[config.mk]
export PLATFORM = sky130hd
export DESIGN_NAME = tpe_ramp_div
export DESIGN_NICKNAME = d
export VERILOG_FILES = /design/src/design/tpe_pkg.sv /design/src/design/tpe_ramp_div.sv
export SDC_FILE = /design/constraint.sdc
export NUM_CORES = 2
export LEC_CHECK = 0
export BUFFER_PORTS_ARGS = -buffer_cell sky130_fd_sc_hd__clkbuf_2
export CORE_MARGIN = 8
export CORE_UTILIZATION = 60
export DETAILED_ROUTE_END_ITERATION = 7
export PLACE_DENSITY = 0.81
export SLEW_MARGIN = 20
export SYNTH_ARGS = -nofsm -noshare
export SYNTH_HDL_FRONTEND = slang
export SYNTH_SLANG_ARGS = --single-unit
[constraint.sdc]
create_clock -name clk -period 8.54 [get_ports clk]
set_input_delay 0.854 -clock clk [delete_from_list [all_inputs] [get_ports clk]]
set_output_delay 0.854 -clock clk [all_outputs]
set_load 0.1 [all_outputs]
[src/design/tpe_pkg.sv]
// shared types, constants and helpers of the trapezoid profile evaluator
`timescale 1ns / 1ps
package tpe_pkg;

  localparam int ADDR_W = 5;
  localparam logic [30:0] MIN_DISTANCE = 31'd29;

  typedef enum logic [2:0] {
    REG_DISTANCE   = 3'd0,
    REG_ACCEL_END  = 3'd1,
    REG_DECEL_START = 3'd2,
    REG_END_TIME   = 3'd3,
    REG_PEAK_ACCEL = 3'd4,
    REG_PEAK_VEL   = 3'd5,
    REG_START_POS  = 3'd6,
    REG_DIRECTION  = 3'd7
  } reg_idx_t;

  typedef enum logic [2:0] {
    PH_ZERO   = 3'd0,
    PH_ACCEL  = 3'd1,
    PH_CRUISE = 3'd2,
    PH_DECEL  = 3'd3,
    PH_DONE   = 3'd4
  } phase_t;

  typedef enum logic [1:0] {
    DIR_NONE = 2'd0,
    DIR_POS  = 2'd1
  } dir_code_t;

  typedef struct packed {
    logic [30:0]        distance;
    logic [30:0]        accel_end_time;
    logic [30:0]        decel_start_time;
    logic [30:0]        end_time;
    logic [30:0]        peak_accel;
    logic [30:0]        peak_velocity;
    logic signed [31:0] start_position;
    logic [1:0]         direction;
  } cfg_t;

  function automatic logic signed [31:0] sat32(input logic signed [65:0] x);
    logic signed [31:0] r;
    if (x > 66'sh0_7FFF_FFFF) begin
      r = 32'sh7FFF_FFFF;
    end else if (x < -66'sh0_8000_0000) begin
      r = 32'sh8000_0000;
    end else begin
      r = x[31:0];
    end
    return r;
  endfunction

endpackage

[src/design/tpe_ramp_div.sv]
// sequential divider for the cruise offset v*v/(2*a)
`timescale 1ns / 1ps
module tpe_ramp_div (
  input  logic        clk,
  input  logic        rst_n,
  input  logic        load,
  input  logic [30:0] peak_accel,
  input  logic [30:0] peak_velocity,
  output logic        busy,
  output logic [60:0] ramp
);
  import tpe_pkg::*;

  typedef enum logic [2:0] {
    S_IDLE = 3'b001,
    S_MUL  = 3'b010,
    S_DIV  = 3'b100
  } div_state_t;

  div_state_t  state_r, state_nxt;
  logic [61:0] nq_r, nq_nxt;
  logic [30:0] rem_r, rem_nxt;
  logic [5:0]  cnt_r, cnt_nxt;
  logic [60:0] ramp_r, ramp_nxt;
  logic [31:0] rem_sh;
  logic        ge;

  assign rem_sh = {rem_r, nq_r[61]};
  assign ge     = rem_sh >= {1'b0, peak_accel};
  assign busy   = state_r != S_IDLE;
  assign ramp   = ramp_r;

  always_comb begin
    state_nxt = state_r;
    nq_nxt    = nq_r;
    rem_nxt   = rem_r;
    cnt_nxt   = cnt_r;
    ramp_nxt  = ramp_r;
    case (state_r)
      S_IDLE: begin
        if (load) state_nxt = S_MUL;
      end
      S_MUL: begin
        nq_nxt    = 62'(peak_velocity) * 62'(peak_velocity);
        rem_nxt   = '0;
        cnt_nxt   = 6'd61;
        state_nxt = S_DIV;
      end
      S_DIV: begin
        rem_nxt = ge ? 31'(rem_sh - {1'b0, peak_accel}) : rem_sh[30:0];
        nq_nxt  = {nq_r[60:0], ge};
        cnt_nxt = cnt_r - 6'd1;
        if (cnt_r == 6'd0) begin
          ramp_nxt  = (peak_accel == '0) ? '0 : nq_nxt[61:1];
          state_nxt = S_IDLE;
        end
      end
      default: state_nxt = S_IDLE;
    endcase
    // a new write always restarts the offset
    if (load) state_nxt = S_MUL;
  end

  always_ff @(posedge clk) begin
    if (!rst_n) begin
      state_r <= S_IDLE;
      ramp_r  <= '0;
    end else begin
      state_r <= state_nxt;
      ramp_r  <= ramp_nxt;
    end
  end

  always_ff @(posedge clk) begin
    nq_r  <= nq_nxt;
    rem_r <= rem_nxt;
    cnt_r <= cnt_nxt;
  end

endmodule

* Yosys cells after proc, flatten, opt, wreduce, memory -nomap -nowiden
Index checks and enable logic that the tools add are counted.
** Word-level totals
- Output and inout bits :: 62
- Word-level logic and storage cells :: 34
- Bits of input ports :: 65
- Flip-flop bits (word level) :: 163
** Cells by class
- Multiplexer cells :: 8
- Add/sub/neg operators :: 2
- Order comparisons :: 1
- Eq/ne operators :: 7
- Bitwise logic cells :: 2
- $mul :: 1
- Reduce and logical (&&, ||, !) cells :: 7
** Operators by type and width (count)
- case mux 62 bit (2 select lines) :: 1
- multiplier 31 x 31 -> 62 bit :: 1
- case mux 31 bit (2 select lines) :: 1
- two-way mux 61 bit :: 1
- greater-or-equal comparator 32 x 31 -> 1 bit :: 1
- zero test 31 bit :: 1
- two-way mux 31 bit :: 1
- subtractor 31 bit :: 1
- case mux 6 bit (2 select lines) :: 1
- case mux 3 bit (3 select lines) :: 1
- zero test 6 bit :: 1
- AND reduction 2 bit :: 3
- subtractor 6 x 1 -> 6 bit (second input constant) :: 1
- != test 2 bit (second input constant) :: 2
- == test 3 x 1 -> 1 bit (second input constant) :: 1
- == test 3 x 2 -> 1 bit (second input constant) :: 1
- == test 3 bit (second input constant) :: 1
- two-way mux 3 bit :: 1
- != test 3 x 1 -> 1 bit (second input constant) :: 1
- != test 3 bit (second input constant) :: 1
- two-way mux 2 bit :: 1
- inverter 1 bit :: 2
- nonzero test 2 bit :: 1
- OR reduction 2 bit :: 1

* Depth between registers and ports, before layout
- Depth in word-level cells :: 4
- Depth in mapped cells :: 30
- Depth with buffers taken out :: 27

* Worst setup path after synthesis
Ideal clock, no wire load.
- Path kind :: input to register
- Start point :: input port peak_velocity[25]
- End point :: register nq_r[60], data pin
- Slack :: 0.241 ns
- Data required time :: 8.279 ns
- Data arrival time :: 8.039 ns
- Path buffers :: 3
- Cell stages on the path :: 26
- Library setup time :: 0.261 ns
- Cells stage by stage :: clkbuf_1 clkbuf_1 nand2_1 fa_1 fa_1 inv_1 fa_1 inv_1 fa_1 inv_1 fa_1 fa_1 fa_1 inv_1 fa_1 inv_1 ha_1 clkbuf_1 nand3_1 nor4_1 nand3_1 a211oi_2 o2111ai_2 a2111oi_4 o221ai_2 o311a_1
** Between the ends
- Longest elaborated chain between the ends :: 2
** Ends and longest elaborated chain
- from (decl) :: line tpe_ramp_div.sv:8 : input logic [30:0] peak_velocity,
- multiplier 31 x 31 -> 62 bit :: line tpe_ramp_div.sv:44 : nq_nxt = 62'(peak_velocity) * 62'(peak_velocity);
- case mux 62 bit (2 select lines) :: line tpe_ramp_div.sv:39 : case (state_r)
- named net nq_nxt[60] :: line tpe_ramp_div.sv:21 : logic [61:0] nq_r, nq_nxt;
- to (signal assigned) :: line tpe_ramp_div.sv:75 : nq_r <= nq_nxt;
- to (decl) :: line tpe_ramp_div.sv:21
The timed path passes the listed nets, and every way through them passes these cells.
A chain may end at the register's enable or synchronous reset.

* Final worst setup path
- Start point :: input port peak_velocity[5]
- End point :: register nq_r[59], data pin
Same word-level chain as after synthesis.

==> metrics.txt <==
# TYPE chip_impl_metric gauge
chip_impl_info{name="result_of_the_run",value="complete, no violations"} 1
chip_impl_metric{name="post_synth.cell_area_avg",unit="µm²"} 9.343
chip_impl_metric{name="initial_drt_pass_iterations",unit=""} 6
chip_impl_metric{name="floorplan.die_area",unit="µm²"} 67820
chip_impl_metric{name="pin_count",unit=""} 127
chip_impl_metric{name="hpwlAfterDp",unit="µm"} 75330
chip_impl_info{name="hp-class",value="reg -> reg"} 1
chip_impl_metric{name="synthDominantCellAreaShare",unit="%"} 41.83
chip_impl_metric{name="finish.cell_count_without_fillers",unit=""} 4718
chip_impl_metric{name="synth_fp_nets",unit=""} 4951
chip_impl_metric{name="routed_wire_length_per_instance",unit="µm"} 18.96
chip_impl_metric{name="hold_buffers",unit=""} 0
chip_impl_metric{name="std_cell_rows",unit=""} 89
chip_impl_info{name="worst_path_max_delay_cell",value="sky130_fd_sc_hd__fa_1"} 1
chip_impl_metric{name="post_cts_buffers",unit=""} 0
chip_impl_metric{name="clk_latency",unit="ns"} 0.43
chip_impl_metric{name="synth_cell_types",unit=""} 76
chip_impl_metric{name="final_max_slew_viol_count",unit=""} 0
chip_impl_metric{name="area_growth_syn_to_layout",unit="%"} 7.096
chip_impl_metric{name="cts.reportedPaths.clkPinSlew",unit="ns"} 0.07
chip_impl_metric{name="dp_slack",unit="ns"} -0.06894
chip_impl_metric{name="drive_above_1_share",unit="%"} 8.012
chip_impl_metric{name="detail_route.drc_violations",unit=""} 0
chip_impl_metric{name="layout_min_cycle_time",unit="ns"} 8.235
chip_impl_metric{name="route.detailed.vias_per_inst",unit=""} 5.612
chip_impl_metric{name="die_height",unit="µm"} 260.4
chip_impl_metric{name="place_inst",unit=""} 4685
chip_impl_metric{name="yosysWarnings",unit=""} 0
chip_impl_metric{name="ys_ff_latch",unit=""} 163
chip_impl_info{name="synthFlopType",value="sky130_fd_sc_hd__edfxtp_1"} 1
chip_impl_metric{name="htree_levels",unit=""} 4
chip_impl_metric{name="synth_cells",unit=""} 3837
chip_impl_info{name="synth_top_cells_by_count",value="955 x sky130_fd_sc_hd__inv_1, 749 x sky130_fd_sc_hd__fa_1, 369 x sky130_fd_sc_hd__nand2_1"} 1
chip_impl_metric{name="hold_violations",unit=""} 0
chip_impl_metric{name="synth_sequential_area_ratio",unit="%"} 11.87
chip_impl_metric{name="fmax",unit="MHz"} 121.4
chip_impl_info{name="unrepaired_setup_endpoints_after_global_routing",value="no"} 1
chip_impl_metric{name="max-cap-violations",unit=""} 0
chip_impl_metric{name="grt_antenna_before_repair",unit=""} 1
chip_impl_metric{name="post_cts_resize_count",unit=""} 0
chip_impl_metric{name="dr.first_iter.drc_count",unit=""} 2205
chip_impl_metric{name="dieWidth",unit="µm"} 260.4
chip_impl_metric{name="grt_overflow_total",unit=""} 0
chip_impl_metric{name="routed_wirelength",unit="µm"} 89430
chip_impl_metric{name="worst_slew_margin_rel",unit="%"} 33.35
chip_impl_metric{name="worst_slack",unit="ns"} 0.3051
chip_impl_metric{name="finalSetupTns",unit="ns"} 0
chip_impl_metric{name="route.vias.total",unit=""} 26480
chip_impl_metric{name="cp.required",unit="ns"} 8.67
chip_impl_metric{name="finalSetupViolations",unit=""} 0
chip_impl_metric{name="route.antenna.remaining_nets",unit=""} 0
chip_impl_metric{name="globalplace.congestion",unit=""} 0.9482
chip_impl_metric{name="tritoncts_num_sinks",unit=""} 163
chip_impl_metric{name="first_pass_grt_wire_length",unit="µm"} 146500
chip_impl_metric{name="cts_made_buffers",unit=""} 17
chip_impl_metric{name="initial_utilization",unit="%"} 60.74
chip_impl_metric{name="syn_area",unit="µm²"} 35850
chip_impl_metric{name="cts_buffer_depth",unit=""} 2
chip_impl_info{name="crit_path_launch_type",value="primary input"} 1
chip_impl_info{name="cp-end-kind",value="flip-flop"} 1
chip_impl_metric{name="synth-edff-count",unit=""} 99
chip_impl_metric{name="port-buffer-count",unit=""} 126
chip_impl_metric{name="worstMarginPinSlew",unit="ns"} 0.9998
chip_impl_metric{name="synthArstFlopShare",unit="%"} 0
chip_impl_metric{name="slowest_delay",unit="ns"} 0.57
chip_impl_metric{name="vias_in_the_first_global_route",unit=""} 28730
chip_impl_info{name="clk_root_buffer_cell",value="sky130_fd_sc_hd__clkbuf_16"} 1
chip_impl_info{name="tritoncts_clock_tree",value="yes"} 1
chip_impl_metric{name="grt_start_max_net_pins",unit=""} 76
chip_impl_metric{name="fin_nets",unit=""} 5045
chip_impl_info{name="netlist.top_cell.by_area",value="sky130_fd_sc_hd__fa_1"} 1
chip_impl_metric{name="worstPathMaxFanout",unit=""} 8
chip_impl_info{name="setup.worst_path.class",value="in -> reg"} 1
chip_impl_metric{name="floorplan.core_area",unit="µm²"} 59020
chip_impl_info{name="yosys.cell_count.top_type",value="sky130_fd_sc_hd__inv_1"} 1
chip_impl_metric{name="gr-usage-all-layers",unit="%"} 26.97
chip_impl_metric{name="finalClockSkew",unit="ns"} 0.01123
chip_impl_info{name="netlist_top_cells_area",value="sky130_fd_sc_hd__fa_1 42%, sky130_fd_sc_hd__ha_1 10%, sky130_fd_sc_hd__inv_1 10%, sky130_fd_sc_hd__edfxtp_1 8.3%, sky130_fd_sc_hd__nand2_1 3.9%"} 1
chip_impl_info{name="crit_top_cell",value="sky130_fd_sc_hd__fa_1"} 1
chip_impl_metric{name="worstPathArrival",unit="ns"} 8.37
chip_impl_metric{name="min_period_over_period",unit="%"} 96.43
-- layout make-up --
cell class,count,area (µm²)
Multi-Input combinational cell,2546,27260
Fill cell,4574,20630
Sequential cell,163,4254
Inverter,955,3585
Timing Repair Buffer,248,1709
Tap cell,773,967.2
Clock buffer,21,504.2
Clock inverter,11,107.6
Antenna cell,1,2.502
-- worst max-delay path, delay by kind of cell --
kind                       cells  cell delay [ns]
adders and majority gates      9             4.30
buffers and inverters          5             0.69
xor gates and xnor gates       1             0.18
AOI/OAI and AO/OA              9             2.08
and+or+nand+nor                1             0.26
-- logic make-up after synthesis --
kind of cell	synth area share (%)
adders and majority gates	52.30
and+or+nand+nor	12.63
AOI/OAI and AO/OA	8.621
buffers and inverters	12.21
xor gates and xnor gates	2.223
DFF	11.87
muxes	0.1501
-- sequential cells by signal, indices dropped and copies added, names as in the netlist --
register / cells
cnt_r: 6
nq_r: 62
state_r: 3
ramp: 61
rem_r: 31
-- routing by layer --
layer,vias up,part of all wire (%),global-route usage [%]
li1,11890,-,-
met1,13250,39,34.75
met2,1105,49,46.25
met3,226,7.6,4.230
met4,0,3.8,9.254
met5,-,0,0
-- final timing paths --
kind                                                to  slack, ns  depth (start not counted)                  start
worst min register to register   ramp[49]$_SDFFE_PN0P_       0.53                          2  ramp[49]$_SDFFE_PN0P_
worst max-delay path                nq_r[59]$_DFFE_PP_       0.31                         25       peak_velocity[5]
worst min-delay path             ramp[49]$_SDFFE_PN0P_       0.53                          2  ramp[49]$_SDFFE_PN0P_
worst max register to register  rem_r[3]$_SDFFCE_PN0P_       4.69                         13     nq_r[61]$_DFFE_PP_
-- placed cells by master, fill, tap and decap left out, types with 13 or more instances in the layout --
master	count
sky130_fd_sc_hd__and2_1	197
sky130_fd_sc_hd__a21oi_1	150
sky130_fd_sc_hd__clkbuf_16	20
sky130_fd_sc_hd__buf_12	13
sky130_fd_sc_hd__buf_4	109
sky130_fd_sc_hd__xor2_1	38
sky130_fd_sc_hd__edfxtp_1	99
sky130_fd_sc_hd__o211ai_1	16
sky130_fd_sc_hd__a21o_1	70
sky130_fd_sc_hd__nor3_1	18
sky130_fd_sc_hd__dfxtp_1	64
sky130_fd_sc_hd__o21ai_0	72
sky130_fd_sc_hd__nand2_1	368
sky130_fd_sc_hd__inv_1	955
sky130_fd_sc_hd__nand4_1	25
sky130_fd_sc_hd__fa_1	749
sky130_fd_sc_hd__clkbuf_2	125
sky130_fd_sc_hd__o21bai_1	18
sky130_fd_sc_hd__xnor2_1	53
sky130_fd_sc_hd__nor2_1	128
sky130_fd_sc_hd__nor2b_1	76
sky130_fd_sc_hd__ha_1	300
sky130_fd_sc_hd__and3_1	18
sky130_fd_sc_hd__a22oi_1	61
sky130_fd_sc_hd__nand3_1	39
-- metrics by stage --
step	cell area (µm²)	hold WS, ns	utilization [%]
after detailed placement	37760	0.5215	63.99
after global routing	38390	0.5633	65.05
final	38390	0.5332	65.05
after CTS	38380	0.5409	65.02
after global placement	37760	0.5117	63.99
after floorplan	35850	0.4783	-
Power is left out: the tool's default activity adds up to more than one toggle a clock period on the data nets, which glitch-free logic cannot reach.
