--- src/design/tpe_pkg.sv ---
// shared types, constants and helpers of the trapezoid profile evaluator
`timescale 1ns / 1ps
package tpe_pkg;

  localparam int ADDR_W = 5;
  localparam logic [30:0] MIN_DISTANCE = 31'd29;

  typedef enum logic [2:0] {
    REG_DISTANCE   = 3'd0,
    REG_ACCEL_END  = 3'd1,
    REG_DECEL_START = 3'd2,
    REG_END_TIME   = 3'd3,
    REG_PEAK_ACCEL = 3'd4,
    REG_PEAK_VEL   = 3'd5,
    REG_START_POS  = 3'd6,
    REG_DIRECTION  = 3'd7
  } reg_idx_t;

  typedef enum logic [2:0] {
    PH_ZERO   = 3'd0,
    PH_ACCEL  = 3'd1,
    PH_CRUISE = 3'd2,
    PH_DECEL  = 3'd3,
    PH_DONE   = 3'd4
  } phase_t;

  typedef enum logic [1:0] {
    DIR_NONE = 2'd0,
    DIR_POS  = 2'd1
  } dir_code_t;

  typedef struct packed {
    logic [30:0]        distance;
    logic [30:0]        accel_end_time;
    logic [30:0]        decel_start_time;
    logic [30:0]        end_time;
    logic [30:0]        peak_accel;
    logic [30:0]        peak_velocity;
    logic signed [31:0] start_position;
    logic [1:0]         direction;
  } cfg_t;

  function automatic logic signed [31:0] sat32(input logic signed [65:0] x);
    logic signed [31:0] r;
    if (x > 66'sh0_7FFF_FFFF) begin
      r = 32'sh7FFF_FFFF;
    end else if (x < -66'sh0_8000_0000) begin
      r = 32'sh8000_0000;
    end else begin
      r = x[31:0];
    end
    return r;
  endfunction

endpackage

--- src/design/tpe_regs.sv ---
// apb register file holding the planned move
`timescale 1ns / 1ps
module tpe_regs (
  input  logic                        clk,
  input  logic                        rst_n,
  input  logic                        psel,
  input  logic                        penable,
  input  logic                        pwrite,
  input  logic [tpe_pkg::ADDR_W-1:0]  paddr,
  input  logic [31:0]                 pwdata,
  output logic [31:0]                 prdata,
  output logic                        pready,
  output tpe_pkg::cfg_t               cfg,
  output logic                        wr_stb
);
  import tpe_pkg::*;

  cfg_t     cfg_r, cfg_nxt;
  reg_idx_t idx;

  assign idx    = reg_idx_t'(paddr[ADDR_W-1:2]);
  assign pready = 1'b1;
  assign wr_stb = psel & penable & pwrite;
  assign cfg    = cfg_r;

  always_comb begin
    cfg_nxt = cfg_r;
    if (wr_stb) begin
      case (idx)
        REG_DISTANCE:    cfg_nxt.distance         = pwdata[30:0];
        REG_ACCEL_END:   cfg_nxt.accel_end_time   = pwdata[30:0];
        REG_DECEL_START: cfg_nxt.decel_start_time = pwdata[30:0];
        REG_END_TIME:    cfg_nxt.end_time         = pwdata[30:0];
        REG_PEAK_ACCEL:  cfg_nxt.peak_accel       = pwdata[30:0];
        REG_PEAK_VEL:    cfg_nxt.peak_velocity    = pwdata[30:0];
        REG_START_POS:   cfg_nxt.start_position   = pwdata;
        REG_DIRECTION:   cfg_nxt.direction        = pwdata[1:0];
        default:         cfg_nxt = cfg_r;
      endcase
    end
  end

  always_comb begin
    case (idx)
      REG_DISTANCE:    prdata = {1'b0, cfg_r.distance};
      REG_ACCEL_END:   prdata = {1'b0, cfg_r.accel_end_time};
      REG_DECEL_START: prdata = {1'b0, cfg_r.decel_start_time};
      REG_END_TIME:    prdata = {1'b0, cfg_r.end_time};
      REG_PEAK_ACCEL:  prdata = {1'b0, cfg_r.peak_accel};
      REG_PEAK_VEL:    prdata = {1'b0, cfg_r.peak_velocity};
      REG_START_POS:   prdata = cfg_r.start_position;
      REG_DIRECTION:   prdata = {30'd0, cfg_r.direction};
      default:         prdata = 32'd0;
    endcase
  end

  always_ff @(posedge clk) begin
    if (!rst_n) begin
      cfg_r <= '0;
    end else begin
      cfg_r <= cfg_nxt;
    end
  end

endmodule

--- config.mk ---
export PLATFORM = sky130hd
export DESIGN_NAME = tpe_regs
export DESIGN_NICKNAME = d
export VERILOG_FILES = /design/src/design/tpe_pkg.sv /design/src/design/tpe_regs.sv
export SDC_FILE = /design/constraint.sdc
export NUM_CORES = 1
export LEC_CHECK = 0
export ABC_AREA = 1
export BUFFER_PORTS_ARGS = -buffer_cell sky130_fd_sc_hd__buf_4
export CAP_MARGIN = 20
export CORE_MARGIN = 1.5
export CORE_UTILIZATION = 38
export DETAILED_ROUTE_END_ITERATION = 7
export GPL_ROUTABILITY_DRIVEN = 0
export PLACE_DENSITY_LB_ADDON = 0.05
export SETUP_SLACK_MARGIN = 0.5
export SYNTH_ARGS = -nofsm -noshare
export SYNTH_HDL_FRONTEND = slang
export SYNTH_SLANG_ARGS = --single-unit
--- constraint.sdc ---
create_clock -name clk -period 1.3 [get_ports clk]
set_clock_uncertainty 0.05 [all_clocks]
set_input_delay 0.195 -clock clk [delete_from_list [all_inputs] [get_ports clk]]
set_output_delay 0.195 -clock clk [all_outputs]
set_load 0.1 [all_outputs]
Word level (Yosys, flattened, before mapping)
Index checks and enable logic that the tools add are counted.
Word-level totals
  bits in registers: 220
  latch bits: 0
  RAM bits: 0
  bits in read-only memories: 0
  logic and storage cells: 27
  memories kept: 0
Cells by class
  add/sub/neg operators: 0
  multipliers: 0
  divide/modulo/power cells: 0
  order comparisons: 0
  equality and inequality tests: 7
  shifts and indexed selects: 0
  mux-type cells: 1
  bitwise logic cells: 2
  reduce and logical (&&, ||, !) cells: 9
Operators with widths (number)
  $pmux W32 S8: 1
  $reduce_and A2 Y1: 8
  $eq A3 B3 Y1 const B: 4
  $eq A3 B2 Y1 const B: 2
  $eq A3 B1 Y1 const B: 1
  $logic_not A3 Y1: 1
  $and A1 B1 Y1: 2

Depth between registers and ports, before layout
Gate-level depths: netlist (run 1).
  depth after elaboration: 3
  depth in mapped cells: 8
  mapped depth without buffers: 6

Worst setup path before layout (run 1)
No wires, ideal clock.
  path kind: flip-flop to output port
  start: register cfg_r, in the netlist cfg[33]
  end: output port prdata[31]
  data arrival time: 2.326 ns
  required time: 1.055 ns
  slack: -1.271 ns
  stages on the path, launching flop included: 3
  buffers on the path: 0
  cells stage by stage: dfxtp_1 > inv_1 > nor2_1
Between the ends
  word-level cells in the longest chain between the ends: 1
Ends and longest elaborated chain
  start: declaration: RTL line tpe_regs.sv:18  | cfg_t cfg_r, cfg_nxt;
  start signal: assignment: RTL line tpe_regs.sv:61  | cfg_r <= cfg_nxt;
  $pmux W32 S8: RTL line tpe_regs.sv:44  | case (idx)
  end: declaration: RTL line tpe_regs.sv:11  | output logic [31:0] prdata,
Every way passes these cells.

Final worst setup path (run 1)
  start: register cfg_r, in the netlist cfg[124]
  end: output port prdata[28]
The elaborated chain is that of the path after synthesis.

==> results of run 1 <==
## power by group through the flow
stage / clock network [uW] / registers [uW] / logic, uW
final: 6650 / 6650 / 2730
after global placement: 0 / 7010 / 2190
after floorplan: 0 / 7630 / 761
after global routing: 7000 / 6650 / 2810
after detailed placement: 0 / 7010 / 2190
after CTS: 6720 / 6730 / 2630
## per-stage QoR
stage / util [%] / instances / hold slack, ns / TNS, ns / total power, uW
after global routing: 78.33 / 2236 / -0.05192 / -29.22 / 16460
after global placement: 54.42 / 2086 / 0.3801 / -58.82 / 9199
after floorplan: - / 1486 / 0.2857 / -4.847 / 8387
after CTS: 75.57 / 2195 / -0.08052 / -24.44 / 16090
final: 78.33 / 2236 / -0.06506 / -23.74 / 16030
after detailed placement: 54.42 / 2086 / 0.3923 / -61.89 / 9204
## per-layer routing
metal,vias up,part of all wire [%]
met5,-,0
met2,654,50
met4,0,6.0
li1,5825,-
met3,160,6.9
met1,6235,37
## worst reg2reg max path, delay by kind of cell, from the launching register on
kind,cells,cell delay (ns)
flops,1,0.33
compound gates,1,0.17
buf+inv,3,0.34
simple gates,1,0.06
## worst paths after layout
kind	slack, ns	from	endpoint	cells after the start
worst min-delay path	-0.07	pwdata[15]	cfg[17]$_SDFFE_PN0P_	3
worst min register to register	0.47	cfg[1]$_SDFFE_PN0P_	cfg[1]$_SDFFE_PN0P_	2
worst max register to register	0.24	cfg[132]$_SDFFE_PN0P_	cfg[132]$_SDFFE_PN0P_	5
worst max-delay path	-0.46	cfg[124]$_SDFFE_PN0P_	prdata[28]	5
## cell type report
| type | count | share of cell area [%] |
|---|---|---|
| Sequential cell | 220 | 24.95 |
| Multi-Input combinational cell | 1057 | 29.42 |
| Clock buffer | 43 | 3.592 |
| Timing Repair Buffer | 511 | 38.62 |
| Tap cell | 335 | 2.053 |
| Antenna cell | 1 | 0.01226 |
| Inverter | 67 | 1.287 |
| Clock inverter | 2 | 0.06743 |
## repair_timing
action                                  in CTS  in global routing
pin swaps                                  118                 76
buffers inserted                            46                 39
gates resized for setup                   1076                138
endpoints found under the hold margin      212                 59
endpoints found under the setup margin     471                473
cloned                                       7                  1
## cells by family (layout without fill, tap and decap cells)
family,count (synthesis),in the layout,share of synthesized area (%)
and+or+nand+nor,836,836,37.19
buffers and inverters,209,623,8.252
DFF,220,220,43.61
other,1,2,0.03713
AOI/OAI and AO/OA,220,220,10.90
## cells in the final DEF, fill, tap and decap left out, types with 27 or more instances in the layout
cell type and n:
sky130_fd_sc_hd__nor3_1 215, sky130_fd_sc_hd__dfxtp_2 55, sky130_fd_sc_hd__buf_12 280, sky130_fd_sc_hd__buf_6 111
sky130_fd_sc_hd__nor2_1 247, sky130_fd_sc_hd__nand3_1 27, sky130_fd_sc_hd__nand2_1 50, sky130_fd_sc_hd__nor2_2 52
sky130_fd_sc_hd__inv_1 58, sky130_fd_sc_hd__nand2_2 48, sky130_fd_sc_hd__nand4_1 97, sky130_fd_sc_hd__nand3_4 33
sky130_fd_sc_hd__buf_4 100, sky130_fd_sc_hd__nor2_4 55, sky130_fd_sc_hd__o21ai_0 196, sky130_fd_sc_hd__dfxtp_4 165
==> insert_results.sql, run 1 <==
INSERT INTO impl_metrics (metric_group, metric, value, unit) VALUES
('global_routing', 'grt_start_max_net_pins', '63', ''),
('finish', 'fillCellCount', '1701', ''),
('route', 'drt-pass1-iter-count', '7', ''),
('timing', 'timing.final.setup_violations', '247', ''),
('setup_path', 'critical_path.max_stage_delay', '0.34', 'ns'),
('route', 'avgRoutedWirePerCell', '22.44', 'um'),
('finish', 'area_occupied_by_registers', '0.005092', 'mm2'),
('route', 'detail_route.drc_violations', '0', ''),
('pwr', 'sequentialPowerShare', '41.5', '%'),
('setup_path', 'critical_path.cell_chain', 'nand4_1 -> nand2_2 -> nor2_4 -> nand3_4 -> buf_12', ''),
('route', 'initialDrtViolationCount', '1181', ''),
('logic_synthesis', 'yosysMostFrequentCell', 'sky130_fd_sc_hd__nor2_1', ''),
('floorplanning', 'starting_utilization_of_the_core_area', '38.75', '%'),
('setup_path', 'worst-path-buf-inv', '1', ''),
('job', 'cap_viol_max_count', '0', ''),
('global_routing', 'global_route_wire_length_before_repair', '75960', 'um'),
('logic_synthesis', 'synth.cell_area', '0.01010', 'mm2'),
('floorplanning', 'rows', '59', ''),
('logic_synthesis', 'synth_common_cells', '353 x sky130_fd_sc_hd__nor2_1, 220 x sky130_fd_sc_hd__dfxtp_1, 218 x sky130_fd_sc_hd__nor3_1, 204 x sky130_fd_sc_hd__o21ai_0, 99 x sky130_fd_sc_hd__nand2_1', ''),
('logic_synthesis', 'syn_area_per_cell', '6.796', 'um2'),
('pwr', 'vdd_ir_drop_max', '0.7614', 'mV'),
('logic_synthesis', 'synthesis.nets', '1528', ''),
('route', 'vias_per_std_cell', '5.758', ''),
('global_routing', 'vias_in_the_first_global_route', '12850', ''),
('timing', 'timing_max_transition_violations_final', '0', ''),
('setup_path', 'path_delay_family', 'simple AND/OR/NAND/NOR gates', ''),
('place', 'port_buffers', '292', ''),
('setup_path', 'crit_slowest_cell', 'sky130_fd_sc_hd__dfxtp_4', ''),
('floorplanning', 'x_dimension_of_the_die', '166.0', 'um'),
('route', 'antenna_left', '0', ''),
('finish', 'areaGrowthSynthToFinish', '102.1', '%'),
('floorplanning', 'floorplan.io_pins', '296', ''),
('pwr', 'p_per_area', '785.4', 'mW/mm2'),
('outcome', 'failed_checks', 'negative hold slack, negative setup slack', ''),
('route', 'vias', '12870', ''),
('global_routing', 'antenna_found_initial', '1', ''),
('pwr', 'power.share.switching', '29.71', '%'),
('cts', 'cts_tree', 'built', ''),
('global_routing', 'top_usage_layer', 'met2', ''),
('floorplanning', 'design.die.area', '0.02756', 'mm2'),
('logic_synthesis', 'netlist_top_cells_area', 'sky130_fd_sc_hd__dfxtp_1 44%, sky130_fd_sc_hd__nor2_1 13%, sky130_fd_sc_hd__nor3_1 11%, sky130_fd_sc_hd__o21ai_0 10%, sky130_fd_sc_hd__nand4_1 6.0%', ''),
('timing', 'rsz_0062_raised_after_global_routing', 'yes', ''),
('timing', 'final_hold_viol_count', '102', ''),
('logic_synthesis', 'netlist.area_leader.share', '43.61', '%'),
('logic_synthesis', 'synth.yosys.seq_area_share', '43.61', '%'),
('pwr', 'share_comb_of_total_power', '17.1', '%'),
('finish', 'finalInstanceArea', '0.02041', 'mm2'),
('logic_synthesis', 'synth_edf_count', '0', ''),
('outcome', 'run_status', 'finished, violations left', ''),
('finish', 'layout-drive-gt1-share', '50.84', '%'),
('global_routing', 'grt_overflow_total', '0', ''),
('pwr', 'p_int', '11270', 'uW'),
('finish', 'largest_register_ffs', '220', ''),
('finish', 'footprint_of_the_multi_input_gates', '0.006005', 'mm2'),
('cts', 'cts-hold-fix-buffers', '11', ''),
('place', 'detailedPlace.worstSlack', '-0.5293', 'ns'),
('timing', 'setup_slack', '-0.4590', 'ns'),
('cts', 'cts-buffers-inserted', '25', ''),
('logic_synthesis', 'synthFlopType', 'sky130_fd_sc_hd__dfxtp_1', ''),
('cts', 'cts.path.max_buffers', '3', ''),
('place', 'placed_area', '0.01418', 'mm2'),
('setup_path', 'critPathLaunchType', 'register', ''),
('cts', 'htreeDepth', '1', ''),
('logic_synthesis', 'post-synth-top-area-cell', 'sky130_fd_sc_hd__dfxtp_1', ''),
('cts', 'ctsRootBufferMaster', 'sky130_fd_sc_hd__clkbuf_16', ''),
('timing', 'period_share', '135.3', '%'),
('min_path', 'classification_of_the_worst_slack_hold_path', 'in2reg', ''),
('timing', 'holdWs', '-0.06506', 'ns'),
('global_routing', 'groute.layer.met3.usage', '6.268', '%'),
('global_routing', 'gr-usage-all-layers', '34.78', '%'),
('pwr', 'power.switching', '4762', 'uW');
Note: power is estimated with default switching activity, not from simulation.
==> run 2: changes to the inputs <==
Settings changed: ABC_AREA 1 to 0, ABC_CLOCK_PERIOD_IN_PS from default to 1300, CELL_PAD_IN_SITES_DETAIL_PLACEMENT from default to 1, CELL_PAD_IN_SITES_GLOBAL_PLACEMENT from default to 1, CORE_UTILIZATION 38 to 34.
==> insert_results.sql, run 2 <==
INSERT INTO impl_metrics (metric_group, metric, value, unit) VALUES
('logic_synthesis', 'yosysMostFrequentCell', 'sky130_fd_sc_hd__nand2_1', ''),
('logic_synthesis', 'syn_area_per_cell', '8.050', 'um2'),
('logic_synthesis', 'synthesis.nets', '1288', ''),
('floorplanning', 'starting_utilization_of_the_core_area', '34.76', '%'),
('outcome', 'stop_stage', '4_1_cts', ''),
('place', 'detailedPlacementHpwl', '33740', 'um'),
('logic_synthesis', 'post_synth_num_cell_types', '44', ''),
('cts', 'htreeDepth', '1', ''),
('cts', 'cts-hold-fix-buffers', '32', ''),
('outcome', 'run_status', 'stopped before the end', ''),
('place', 'port_buffers', '292', ''),
('floorplanning', 'die-height', '174.8', 'um'),
('logic_synthesis', 'synth_common_cells', '454 x sky130_fd_sc_hd__nand2_1, 220 x sky130_fd_sc_hd__dfxtp_1, 113 x sky130_fd_sc_hd__a21boi_0, 107 x sky130_fd_sc_hd__a21boi_1, 56 x sky130_fd_sc_hd__nor2_1', ''),
('cts', 'cts_sinks', '220', ''),
('logic_synthesis', 'netlist.area_leader.share', '43.91', '%'),
('logic_synthesis', 'yosysWarnings', '0', ''),
('cts', 'cts-buffers-inserted', '26', ''),
('logic_synthesis', 'synth_edf_count', '0', ''),
('logic_synthesis', 'netlist_top_cells_area', 'sky130_fd_sc_hd__dfxtp_1 44%, sky130_fd_sc_hd__nand2_1 17%, sky130_fd_sc_hd__a21boi_0 8.5%, sky130_fd_sc_hd__a21boi_1 8.0%, sky130_fd_sc_hd__mux2i_1 3.0%', ''),
('cts', 'cts_resized', '1056', ''),
('floorplanning', 'floorplan.io_pins', '296', ''),
('cts', 'ctsRootBufferMaster', 'sky130_fd_sc_hd__clkbuf_16', ''),
('cts', 'post_cts_setup_bufs', '31', ''),
('logic_synthesis', 'yosys_register_bits', '220', ''),
('logic_synthesis', 'synth_cells', '1246', ''),
('floorplanning', 'rows', '62', ''),
('outcome', 'flow.first_error', '[ERROR DPL-0033] detailed placement checks failed during check placement.', ''),
('logic_synthesis', 'synthFlopType', 'sky130_fd_sc_hd__dfxtp_1', ''),
('logic_synthesis', 'ys_async_sr_fraction', '0', '%'),
('cts', 'cts.path.max_buffers', '3', ''),
('logic_synthesis', 'synth.yosys.seq_area_share', '43.91', '%'),
('logic_synthesis', 'synth.cell_area', '0.01003', 'mm2'),
('place', 'dp.cells', '2099', ''),
('floorplanning', 'x_dimension_of_the_die', '174.8', 'um'),
('logic_synthesis', 'post-synth-top-area-cell', 'sky130_fd_sc_hd__dfxtp_1', '');
-- run 2: cell count changes after synthesis, sizes merged, moves of 14 or more --
cell,delta
a21boi,+220
a21oi,+19
a22o,+15
a22oi,+14
clkbuf,-47
inv,-64
mux2i,+30
nand2,+355
nand3,-64
nand4,-96
nor2,-297
nor2b,+16
nor3,-216
o21ai,-214
-- run 2: per-stage QoR --
stage | TNS [ns] | worst slack, ns | area (um2) | hold WS, ns
after detailed placement | -117.52 | -0.7043 | 15870 | 0.4031
after floorplan | -14.59 | -0.4608 | 11260 | 0.2696
after global placement | -111.77 | -0.6935 | 15870 | 0.4001
-- run 2: cells by family after synthesis --
group	share of synthesized area, %
other cells	0.03738
compound gates	25.12
flops	43.91
simple gates	21.62
mux	4.116
buf+inv	5.201
==> run 3: changes to the inputs <==
Settings changed: ABC_CLOCK_PERIOD_IN_PS 1300 to 1700, CELL_PAD_IN_SITES_DETAIL_PLACEMENT 1 to default, CELL_PAD_IN_SITES_GLOBAL_PLACEMENT 1 to default, CORE_UTILIZATION 34 to 23, PLACE_DENSITY_LB_ADDON 0.05 to 0.15, SETUP_SLACK_MARGIN 0.5 to default.
Clock period 1.3 ns to 1.7 ns, I/O delays scaled along.
==> insert_results.sql, run 3 <==
INSERT INTO impl_metrics (metric_group, metric, value, unit) VALUES
('global_routing', 'antenna_found_initial', '0', ''),
('logic_synthesis', 'synth.yosys.seq_area_share', '43.91', '%'),
('logic_synthesis', 'ys_async_sr_fraction', '0', '%'),
('outcome', 'run_status', 'finished, violations left', ''),
('pwr', 'power.share.switching', '28.70', '%'),
('logic_synthesis', 'synthFlopType', 'sky130_fd_sc_hd__dfxtp_1', ''),
('floorplanning', 'die-height', '211.8', 'um'),
('finish', 'layout_common_cells', '454 x sky130_fd_sc_hd__nand2_1, 392 x sky130_fd_sc_hd__buf_4, 176 x sky130_fd_sc_hd__dfxtp_2, 113 x sky130_fd_sc_hd__a21boi_0, 107 x sky130_fd_sc_hd__a21boi_1', ''),
('min_path', 'min_from', 'rst_n', ''),
('finish', 'layout-drive-gt1-share', '49.11', '%'),
('cts', 'cts-buffers-inserted', '28', ''),
('logic_synthesis', 'yosysWarnings', '0', ''),
('logic_synthesis', 'synthesis.nets', '1288', ''),
('logic_synthesis', 'post-synth-top-area-cell', 'sky130_fd_sc_hd__dfxtp_1', ''),
('floorplanning', 'floorplan.io_pins', '296', ''),
('floorplanning', 'design.die.area', '0.04487', 'mm2'),
('logic_synthesis', 'netlist.area_leader.share', '43.91', '%'),
('setup_path', 'cp-end-kind', 'output port', ''),
('cts', 'ctsRootBufferMaster', 'sky130_fd_sc_hd__clkbuf_16', ''),
('setup_path', 'critical_path.max_stage_delay', '0.38', 'ns'),
('setup_path', 'critical_path.cell_chain', 'mux2_4 -> a222oi_1 -> buf_4 -> nor2_4 -> buf_12', ''),
('route', 'initialDrtViolationCount', '618', ''),
('place', 'detailedPlace.worstSlack', '-0.4511', 'ns'),
('finish', 'n_antenna_cell', '0', ''),
('route', 'detail_route.drc_violations', '0', ''),
('setup_path', 'path_class', 'reg2out', ''),
('timing', 'timing_max_transition_violations_final', '0', ''),
('setup_path', 'worstPathRequired', '1.39', 'ns'),
('cts', 'htreeDepth', '1', ''),
('floorplanning', 'x_dimension_of_the_die', '211.8', 'um'),
('pwr', 'p_clk_share', '44.9', '%'),
('job', 'cap_viol_max_count', '0', ''),
('route', 'vias', '10620', ''),
('logic_synthesis', 'synth.cell_area', '0.01003', 'mm2'),
('setup_path', 'regToRegStartpoint', 'cfg[117]$_SDFFE_PN0P_', ''),
('timing', 'final_hold_viol_count', '0', ''),
('cts', 'cts.path.max_buffers', '3', ''),
('pwr', 'total_leakage_power', '0.006709', 'uW'),
('timing', 'holdWs', '0.08305', 'ns'),
('place', 'port_buffers', '292', ''),
('setup_path', 'r2r_setup_slack', '0.86', 'ns'),
('finish', 'layout.cells.most_common', 'sky130_fd_sc_hd__nand2_1', ''),
('floorplanning', 'starting_utilization_of_the_core_area', '23.29', '%'),
('min_path', 'classification_of_the_worst_slack_hold_path', 'in2reg', ''),
('setup_path', 'cell_count_of_the_worst_reg_to_reg_path', '4', ''),
('timing', 'period_share', '131.9', '%'),
('pwr', 'power.switching', '3774', 'uW'),
('timing', 'setup_slack', '-0.5415', 'ns'),
('logic_synthesis', 'synth_common_cells', '454 x sky130_fd_sc_hd__nand2_1, 220 x sky130_fd_sc_hd__dfxtp_1, 113 x sky130_fd_sc_hd__a21boi_0, 107 x sky130_fd_sc_hd__a21boi_1, 56 x sky130_fd_sc_hd__nor2_1', ''),
('place', 'detailedPlacementHpwl', '33650', 'um'),
('route', 'wl', '49420', 'um'),
('finish', 'areaGrowthSynthToFinish', '68.67', '%'),
('timing', 'fmax', '0.4461', 'GHz'),
('floorplanning', 'rows', '76', ''),
('pwr', 'p_int', '9375', 'uW'),
('min_path', 'timing.hold.worst_path_depth', '2', ''),
('logic_synthesis', 'post_synth_num_cell_types', '44', ''),
('logic_synthesis', 'synth_cells', '1246', ''),
('logic_synthesis', 'synth_edf_count', '0', ''),
('route', 'vias_per_std_cell', '4.661', ''),
('setup_path', 'timing.critical_path.from', 'cfg[123]$_SDFFE_PN0P_', ''),
('logic_synthesis', 'yosys_register_bits', '220', ''),
('cts', 'cts_sinks', '220', ''),
('pwr', 'p_total', '13150', 'uW'),
('pwr', 'p_per_area', '777.2', 'mW/mm2'),
('finish', 'largest_register_ffs', '220', ''),
('logic_synthesis', 'netlist_top_cells_area', 'sky130_fd_sc_hd__dfxtp_1 44%, sky130_fd_sc_hd__nand2_1 17%, sky130_fd_sc_hd__a21boi_0 8.5%, sky130_fd_sc_hd__a21boi_1 8.0%, sky130_fd_sc_hd__mux2i_1 3.0%', ''),
('setup_path', 'timing.critical_path.arrival', '1.94', 'ns'),
('cts', 'cts_tree', 'built', ''),
('timing', 'layout_min_cycle_time', '2.242', 'ns'),
('logic_synthesis', 'yosysMostFrequentCell', 'sky130_fd_sc_hd__nand2_1', ''),
('route', 'drt-pass1-iter-count', '5', ''),
('global_routing', 'global_route_wire_length_before_repair', '70970', 'um'),
('setup_path', 'crit_path_max_fanout', '2', ''),
('global_routing', 'gr-usage-all-layers', '21.48', '%'),
('pwr', 'share_comb_of_total_power', '15.8', '%'),
('global_routing', 'grt_start_max_net_pins', '43', ''),
('floorplanning', 'core-area', '0.04308', 'mm2'),
('finish', 'fillCellCount', '4344', ''),
('cts', 'worst_skew_late_latency', '0.56', 'ns'),
('timing', 'timing.final.setup_violations', '31', ''),
('finish', 'finish.net_count', '1714', ''),
('global_routing', 'vias_in_the_first_global_route', '10410', ''),
('timing', 'rsz_0062_raised_after_global_routing', 'yes', ''),
('logic_synthesis', 'syn_area_per_cell', '8.050', 'um2'),
('setup_path', 'crit_slowest_cell', 'sky130_fd_sc_hd__a222oi_1', ''),
('pwr', 'vdd_ir_drop_max', '0.7271', 'mV'),
('outcome', 'failed_checks', 'negative setup slack', ''),
('setup_path', 'critPathLaunchType', 'register', ''),
('cts', 'cts.reportedPaths.clkPinSlew', '0.06', 'ns'),
('pwr', 'sequentialPowerShare', '39.3', '%'),
('route', 'avgRoutedWirePerCell', '21.69', 'um'),
('route', 'antenna_left', '0', ''),
('global_routing', 'grt_overflow_total', '0', '');
[run 3: timing repair]
| item | in CTS | in global routing |
|---|---|---|
| resized for setup | 119 | 23 |
| setup buffers | 51 | 9 |
| setup endpoints to repair | 31 | 32 |
| hold buffers | 32 | 0 |
| hold endpoints to repair | 220 | 0 |
| pin swaps | 48 | 42 |
| gates cloned | 0 | 1 |
[run 3: routing by layer]
| metal | track usage, % | up-vias | routed length, um |
|---|---|---|---|
| met3 | 3.798 | 66 | 2813 |
| met1 | 28.20 | 5196 | 21930 |
| li1 | - | 5048 | - |
| met2 | 35.95 | 312 | 23530 |
| met4 | 6.059 | 0 | 1146 |
| met5 | 0 | - | 0 |
[run 3: final timing paths]
kind | endpoint
setup / recovery | prdata[27]
hold / removal | cfg[81]$_SDFFE_PN0P_
setup reg to reg | cfg[117]$_SDFFE_PN0P_
hold reg to reg | cfg[197]$_SDFFE_PN0P_
[run 3: cell type report]
| class | count | area (um2) | area share [%] |
|---|---|---|---|
| flip-flops and latches | 220 | 4786 | 28.29 |
| inverters | 3 | 11.26 | 0.06656 |
| multi-input cells | 916 | 5704 | 33.72 |
| well taps | 585 | 732.0 | 4.326 |
| clock inverters | 10 | 70.07 | 0.4141 |
| clock buffers | 42 | 824.5 | 4.874 |
| repair buffers | 503 | 4791 | 28.32 |
[run 3: cell families after synthesis]
family | Yosys count | share of synthesized area (%)
AO/OA/AOI/OAI | 329 | 25.12
buffers and inverters | 110 | 5.201
flip-flops | 220 | 43.91
multiplexers | 40 | 4.116
other | 1 | 0.03738
AND/OR/NAND/NOR | 546 | 21.62
[run 3: metrics by stage]
step / cell area (um2) / setup TNS, ns / cells / util [%]
3_5_place_dp: 14660 / -48.61 / 2134 / 34.02
5_1_grt: 16920 / -10.99 / 2279 / 39.28
2_1_floorplan: 10910 / -1.956 / 1246 / -
6_report: 16920 / -9.149 / 2279 / 39.28
3_3_place_gp: 14660 / -43.98 / 2134 / 34.02
4_1_cts: 16750 / -10.34 / 2269 / 38.88
[run 3: critical path: cells and delay by family, from the launching register on]
| family | cells | cell delay (ns) |
|---|---|---|
| buffers and inverters | 2 | 0.36 |
| flip-flops | 1 | 0.34 |
| AO/OA/AOI/OAI | 1 | 0.38 |
| AND/OR/NAND/NOR | 1 | 0.04 |
| multiplexers | 1 | 0.25 |
[run 3: power by group through the flow]
stage	Combinational [uW]	Sequential (uW)	Clock, uW
final	2080	5170	5900
after global placement	1850	5290	0
after detailed placement	1850	5290	0
after floorplan	896	5550	0
after CTS	2070	5170	6040
after global routing	2170	5170	6240
